### config.mk
export PLATFORM = sky130hd
export DESIGN_NAME = delimited_packet_framer
export DESIGN_NICKNAME = d
export VERILOG_FILES = /design/src/dpf_pkg.sv /design/src/delimited_packet_framer.sv
export SDC_FILE = /design/constraint.sdc
export NUM_CORES = 1
export LEC_CHECK = 0
export BUFFER_PORTS_ARGS = -buffer_cell sky130_fd_sc_hd__buf_2
export CAP_MARGIN = 0
export CORE_ASPECT_RATIO = 0.5
export CORE_MARGIN = 2
export CORE_UTILIZATION = 40
export DETAILED_ROUTE_END_ITERATION = 7
export SETUP_SLACK_MARGIN = 0.3
export SYNTH_ARGS = -nofsm -noshare
export SYNTH_HDL_FRONTEND = slang
export SYNTH_SLANG_ARGS = --single-unit
### constraint.sdc
create_clock -name clk -period 3.75 [get_ports clk]
set_input_delay 0.75 -clock clk [delete_from_list [all_inputs] [get_ports clk]]
set_output_delay 0.75 -clock clk [all_outputs]
set_load 0.05 [all_outputs]
### src/dpf_pkg.sv
// ----------------------------------------------------------------------------
// dpf_pkg
// Shared constants for the delimited packet framer: store geometry, field
// widths, register indexes and register reset values.
// ----------------------------------------------------------------------------
package dpf_pkg;

  localparam int PACKET_CAPACITY = 64;
  localparam int ADDR_W          = $clog2(PACKET_CAPACITY);
  localparam int CNT_W           = $clog2(PACKET_CAPACITY + 1);

  localparam int BYTE_W          = 8;
  localparam int CFG_IDX_W       = 1;
  localparam int CFG_DATA_W      = 8;

  // packets of this many bytes or fewer are dropped
  localparam logic [CNT_W-1:0] SHORT_LIMIT = CNT_W'(2);

  localparam logic [CFG_IDX_W-1:0] REG_START_MARKER = 1'd0;
  localparam logic [CFG_IDX_W-1:0] REG_END_MARKER   = 1'd1;

  localparam logic [BYTE_W-1:0] START_MARKER_RST = 8'd170;
  localparam logic [BYTE_W-1:0] END_MARKER_RST   = 8'd85;

  typedef logic [BYTE_W-1:0] byte_t;

endpackage

### src/delimited_packet_framer.sv
// ----------------------------------------------------------------------------
// delimited_packet_framer
// Collects start/end delimited packets into a byte store and replays each
// completed packet longer than SHORT_LIMIT bytes with tlast on its final byte.
// ----------------------------------------------------------------------------
// Collecting: one byte accepted per cycle; each byte of an open packet is written.
// Replay: the input stalls until the final byte is read from the store. The
// first byte is read into the output register once replay starts, then one byte
// per cycle while the sink is ready. The single store port forces the stall.
// Reset (rst_n low, synchronous): no packet open, markers 170/85, outputs idle.
// ----------------------------------------------------------------------------
module delimited_packet_framer (
  input  logic                             clk,
  input  logic                             rst_n,
  // configuration write port
  input  logic                             cfg_we,
  input  logic [dpf_pkg::CFG_IDX_W-1:0]    cfg_index,
  input  logic [dpf_pkg::CFG_DATA_W-1:0]   cfg_data,
  // input stream
  input  logic                             in_tvalid,
  output logic                             in_tready,
  input  logic [7:0]                       in_tdata,   // [7:0] rx_byte
  // output stream
  output logic                             out_tvalid,
  input  logic                             out_tready,
  output logic [7:0]                       out_tdata,  // [7:0] packet_byte
  output logic                             out_tlast   // last_of_packet
);
  import dpf_pkg::*;

  localparam logic ST_COLLECT = 1'b0;
  localparam logic ST_REPLAY  = 1'b1;

  logic                 state_r, state_nxt;
  byte_t                start_marker_r, end_marker_r;
  logic [CNT_W-1:0]     fill_r, fill_nxt;
  logic [CNT_W-1:0]     len_r, len_nxt;
  logic [CNT_W-1:0]     rd_ptr_r, rd_ptr_nxt;
  logic                 out_valid_r, out_valid_nxt;
  logic                 out_last_r;
  byte_t                rd_data_r;

  byte_t                store [PACKET_CAPACITY];

  logic                 in_fire, out_fire;
  logic                 wr_en;
  logic [ADDR_W-1:0]    wr_addr;
  logic                 rd_en;
  logic                 rd_last;
  logic [CNT_W-1:0]     n_new;
  byte_t                b;

  assign b        = in_tdata;
  assign in_tready = (state_r == ST_COLLECT);
  assign in_fire  = in_tvalid && in_tready;
  assign out_fire = out_valid_r && out_tready;

  // a store read is issued only when the output register frees up
  assign rd_en   = (state_r == ST_REPLAY) && (rd_ptr_r < len_r) &&
                   (!out_valid_r || out_tready);
  assign rd_last = (rd_ptr_r + CNT_W'(1)) == len_r;
  assign n_new   = fill_r + CNT_W'(1);

  always_comb begin
    state_nxt     = state_r;
    fill_nxt      = fill_r;
    len_nxt       = len_r;
    rd_ptr_nxt    = rd_ptr_r;
    wr_en         = 1'b0;
    wr_addr       = fill_r[ADDR_W-1:0];
    out_valid_nxt = out_valid_r;

    if (out_fire) begin
      out_valid_nxt = 1'b0;
    end

    unique case (state_r)
      ST_COLLECT: begin
        if (in_fire) begin
          if (b == start_marker_r) begin
            wr_en    = 1'b1;
            wr_addr  = '0;
            fill_nxt = CNT_W'(1);
          end else if (fill_r != '0) begin
            wr_en = 1'b1;
            if (b == end_marker_r) begin
              fill_nxt = '0;
              if (n_new > SHORT_LIMIT) begin
                len_nxt    = n_new;
                rd_ptr_nxt = '0;
                state_nxt  = ST_REPLAY;
              end
            end else if (n_new == CNT_W'(PACKET_CAPACITY)) begin
              fill_nxt = '0;   // overlong, discard
            end else begin
              fill_nxt = n_new;
            end
          end
        end
      end
      ST_REPLAY: begin
        if (rd_en) begin
          out_valid_nxt = 1'b1;
          rd_ptr_nxt    = rd_ptr_r + CNT_W'(1);
          if (rd_last) begin
            state_nxt = ST_COLLECT;
          end
        end
      end
      default: state_nxt = ST_COLLECT;
    endcase
  end

  always_ff @(posedge clk) begin
    if (!rst_n) begin
      state_r        <= ST_COLLECT;
      fill_r         <= '0;
      len_r          <= '0;
      rd_ptr_r       <= '0;
      out_valid_r    <= 1'b0;
      start_marker_r <= START_MARKER_RST;
      end_marker_r   <= END_MARKER_RST;
    end else begin
      state_r     <= state_nxt;
      fill_r      <= fill_nxt;
      len_r       <= len_nxt;
      rd_ptr_r    <= rd_ptr_nxt;
      out_valid_r <= out_valid_nxt;
      if (cfg_we) begin
        unique case (cfg_index)
          REG_START_MARKER: start_marker_r <= cfg_data;
          REG_END_MARKER:   end_marker_r   <= cfg_data;
          default: ;
        endcase
      end
    end
  end

  // packet store, one write or one read per cycle
  always_ff @(posedge clk) begin
    if (wr_en) begin
      store[wr_addr] <= b;
    end
    if (rd_en) begin
      rd_data_r  <= store[rd_ptr_r[ADDR_W-1:0]];
      out_last_r <= rd_last;
    end
  end

  assign out_tvalid = out_valid_r;
  assign out_tdata  = rd_data_r;
  assign out_tlast  = out_last_r;

  // ---------------------------------------------------------------- checks
  a_fill_below_cap: assert property (@(posedge clk) disable iff (!rst_n)
    fill_r < CNT_W'(PACKET_CAPACITY))
    else $error("fill count reached store capacity");

  a_replay_no_fill: assert property (@(posedge clk) disable iff (!rst_n)
    (state_r == ST_REPLAY) |-> (fill_r == '0))
    else $error("packet open during replay");

  a_last_read_ends: assert property (@(posedge clk) disable iff (!rst_n)
    (rd_en && rd_last) |=> (state_r == ST_COLLECT) && out_valid_r && out_last_r)
    else $error("replay did not end on final byte");

  a_replay_len: assert property (@(posedge clk) disable iff (!rst_n)
    (state_r == ST_REPLAY) |-> (len_r > SHORT_LIMIT) && (rd_ptr_r < len_r))
    else $error("replay length or pointer out of range");

endmodule
==> results.ini <==
[status]
outcome = completed

[critical_path]
critical_path_arrival_ns = 3.52
critical_path_required_ns = 3.95
worstSetupStartpointType = flip-flop
critPathMaxFanout = 14
critPathKind = flip-flop to flip-flop
setup.worst_path.end_class = flip-flop

[clock_tree]
clkLatencyLatePin_ns = 0.59
cts_root_buf = clkbuf_16
postCtsHoldBufs = 0
htreeDepth = 2
cts_tree = built
clock_sinks = 560
cts_setup_buffers = 0
cts_resized = 0
cts_buffers = 51
cts_buffer_depth = 3
clk_pin_slew_ns = 0.07

[sta]
post-route-period-util = 0.8838
setup_viol = 0
hold_slack_ns = 0.3853
finalCriticalPeriod_ns = 3.314
tightest_slew_ns = 1.062
slew_headroom = 0.2900
drv_slew = 0
fin_tns_setup_ns = 0
finalClockSkew_ns = 0.01877
fmax_ghz = 0.3017
hold_violations = 0
rsz0062_at_grt = false

[grt]
grt_max_degree = 97
antenna_found_initial = 3
grt_usage = 0.1916
grt_pass1_wl_um = 82010
grt_pass1_vias = 12147
gr-total-overflow = 0

[logic_synthesis]
ys.flop_type = edfxtp_1
yosys_warnings = 0
synthDistinctLibCells = 67
synth-seq-area-share = 0.7276
synth_nets = 1259
synth_mux_area_frac = 0.1295
netlist_area_um2 = 22580
synth_fa_ha_area_frac = 0.006651
synth_top_area_share = 0.6930
syn-instance-count = 1225
async_flop_share = 0
synth_top_cell_by_area = edfxtp_1
synth-edff-count = 521
synth_top_family_by_area = multiplexers
yosys.area_share.simple = 0.06097
synth-compound-area-share = 0.04473
synthXorXnorAreaFrac = 0.01164
yosys-top-cells-area = edfxtp_1 69%, mux4_2 13%, dfxtp_1 3.5%
synth_area_per_cell_um2 = 18.43
ys_ff_latch = 560

[final_layout]
layout.cells.most_common = edfxtp_1
fill_cells = 4682
regArea_um2 = 16430
antenna_cells = 0
final_util = 0.4614
layout_common_cells = 521 x edfxtp_1, 128 x mux4_2, 89 x buf_4
areaGrowthSynthToFinish_pct = 13.72
instances_no_fill = 2129
layout-drive-gt1-share = 0.2535
fin_area_um2 = 25670
num-nets-final = 1369
multi_input_area_um2 = 5747

[routing]
routed-via-count = 12156
wire_per_inst_um = 26.33
avgViaCountPerCell = 5.710
antenna_left = 0
routed_wl_um = 56060
drtPass1Iterations = 5
drc = 0
drt_iter0_drc = 1402

[power]
p_per_area_nw_per_um2 = 484.4
ir_worst_vdd_mv = 0.3587
power.leakage_nw = 7.863

[floorplanning]
dieHeight_um = 172.0
initial_utilization = 0.4057
io_pins = 33
dieWidth_um = 340.0
rows = 61
core-area_um2 = 55640
die_area_um2 = 58470

[placed_design]
place_area_um2 = 24100
gp_congestion = 0.8646
io_buffers = 32
post-dp-hpwl_um = 36520
dp.cells = 2038

[run]
maxCapViolCount = 0

[worst_hold_path]
hp-class = primary input to flip-flop

-- where the power goes --
group | switching (mW) | internal (mW) | leakage, nW | total, mW
clock network | 2.22 | 2.74 | 0.772 | 4.97
registers | 0.0350 | 6.87 | 5.00 | 6.91
logic | 0.394 | 0.167 | 2.09 | 0.560
-- worst max-delay path, cell delays in order, from the launching register on --
cell and delay (ns):
dfxtp_1 0.73, inv_1 0.18, ha_1 0.26, a31o_2 0.25, a21o_1 0.24, or3_1 0.58, nor2_1 0.67
-- cells by family (layout without fill, tap and decap cells) --
logic type	after synthesis	count (layout)
xor gates and xnor gates	30	30
AOI/OAI and AO/OA	130	130
buffers and inverters	90	238
and+or+nand+nor	271	271
adders and majority gates	12	12
DFF	560	560
muxes	132	132
-- synth_stat cells (7+ instances only) --
library cell	number
nand4_1	15
nor2_1	73
nor4_1	15
o32ai_1	10
buf_2	21
inv_1	22
nor3_1	17
nor2b_1	8
nand2_1	74
o21ai_0	7
dfxtp_1	39
a22oi_1	33
edfxtp_1	521
mux4_2	128
xnor2_1	18
ha_1	12
a21oi_1	25
buf_4	7
clkbuf_1	33
xor2_1	12
nand3_1	26
o22ai_1	9
-- final timing paths --
kind	start	end	slack [ns]	cells past startpoint
max	fill_r[0]	store[57][5]	0.44	6
min	cfg_data[3]	start_marker_r[3]	0.39	3
min reg2reg	end_marker_r[3]	end_marker_r[3]	0.48	2
max reg2reg	fill_r[0]	store[57][5]	0.44	6
-- final cells by class --
class                      count  share of cell area
clock buffer                  62             0.05215
clock inverter                29            0.009016
inverter                      23            0.003363
multi-input combinational    575              0.2239
sequential                   560              0.6402
tap                          756             0.03685
timing repair buffer         124             0.03460
-- registers in the layout (all words and copies together), names as in the netlist --
| register | count |
|---|---|
| start_marker_r | 8 |
| state_r | 1 |
| fill_r | 7 |
| store | 512 |
| len_r | 7 |
| out_tlast | 1 |
| rd_ptr_r | 7 |
| out_tdata | 8 |
| out_tvalid | 1 |
| end_marker_r | 8 |
-- per-stage QoR --
step | power (mW) | worst slack (ns)
global placement | 7.587 | 0.4370
floorplan | 7.322 | 0.6469
CTS | 12.52 | 0.5043
global route | 12.80 | 0.3110
finish | 12.43 | 0.4359
detailed placement | 7.601 | 0.3325
-- metal layers --
| metal | up-vias | wire (um) | global-route usage |
|---|---|---|---|
| li1 | 5211 | - | - |
| met1 | 6351 | 24080 | 0.2748 |
| met2 | 508 | 25530 | 0.2967 |
| met3 | 82 | 5487 | 0.04848 |
| met4 | 4 | 934 | 0.04155 |
| met5 | - | 26 | 0 |
(Power assumes the default switching activity.)
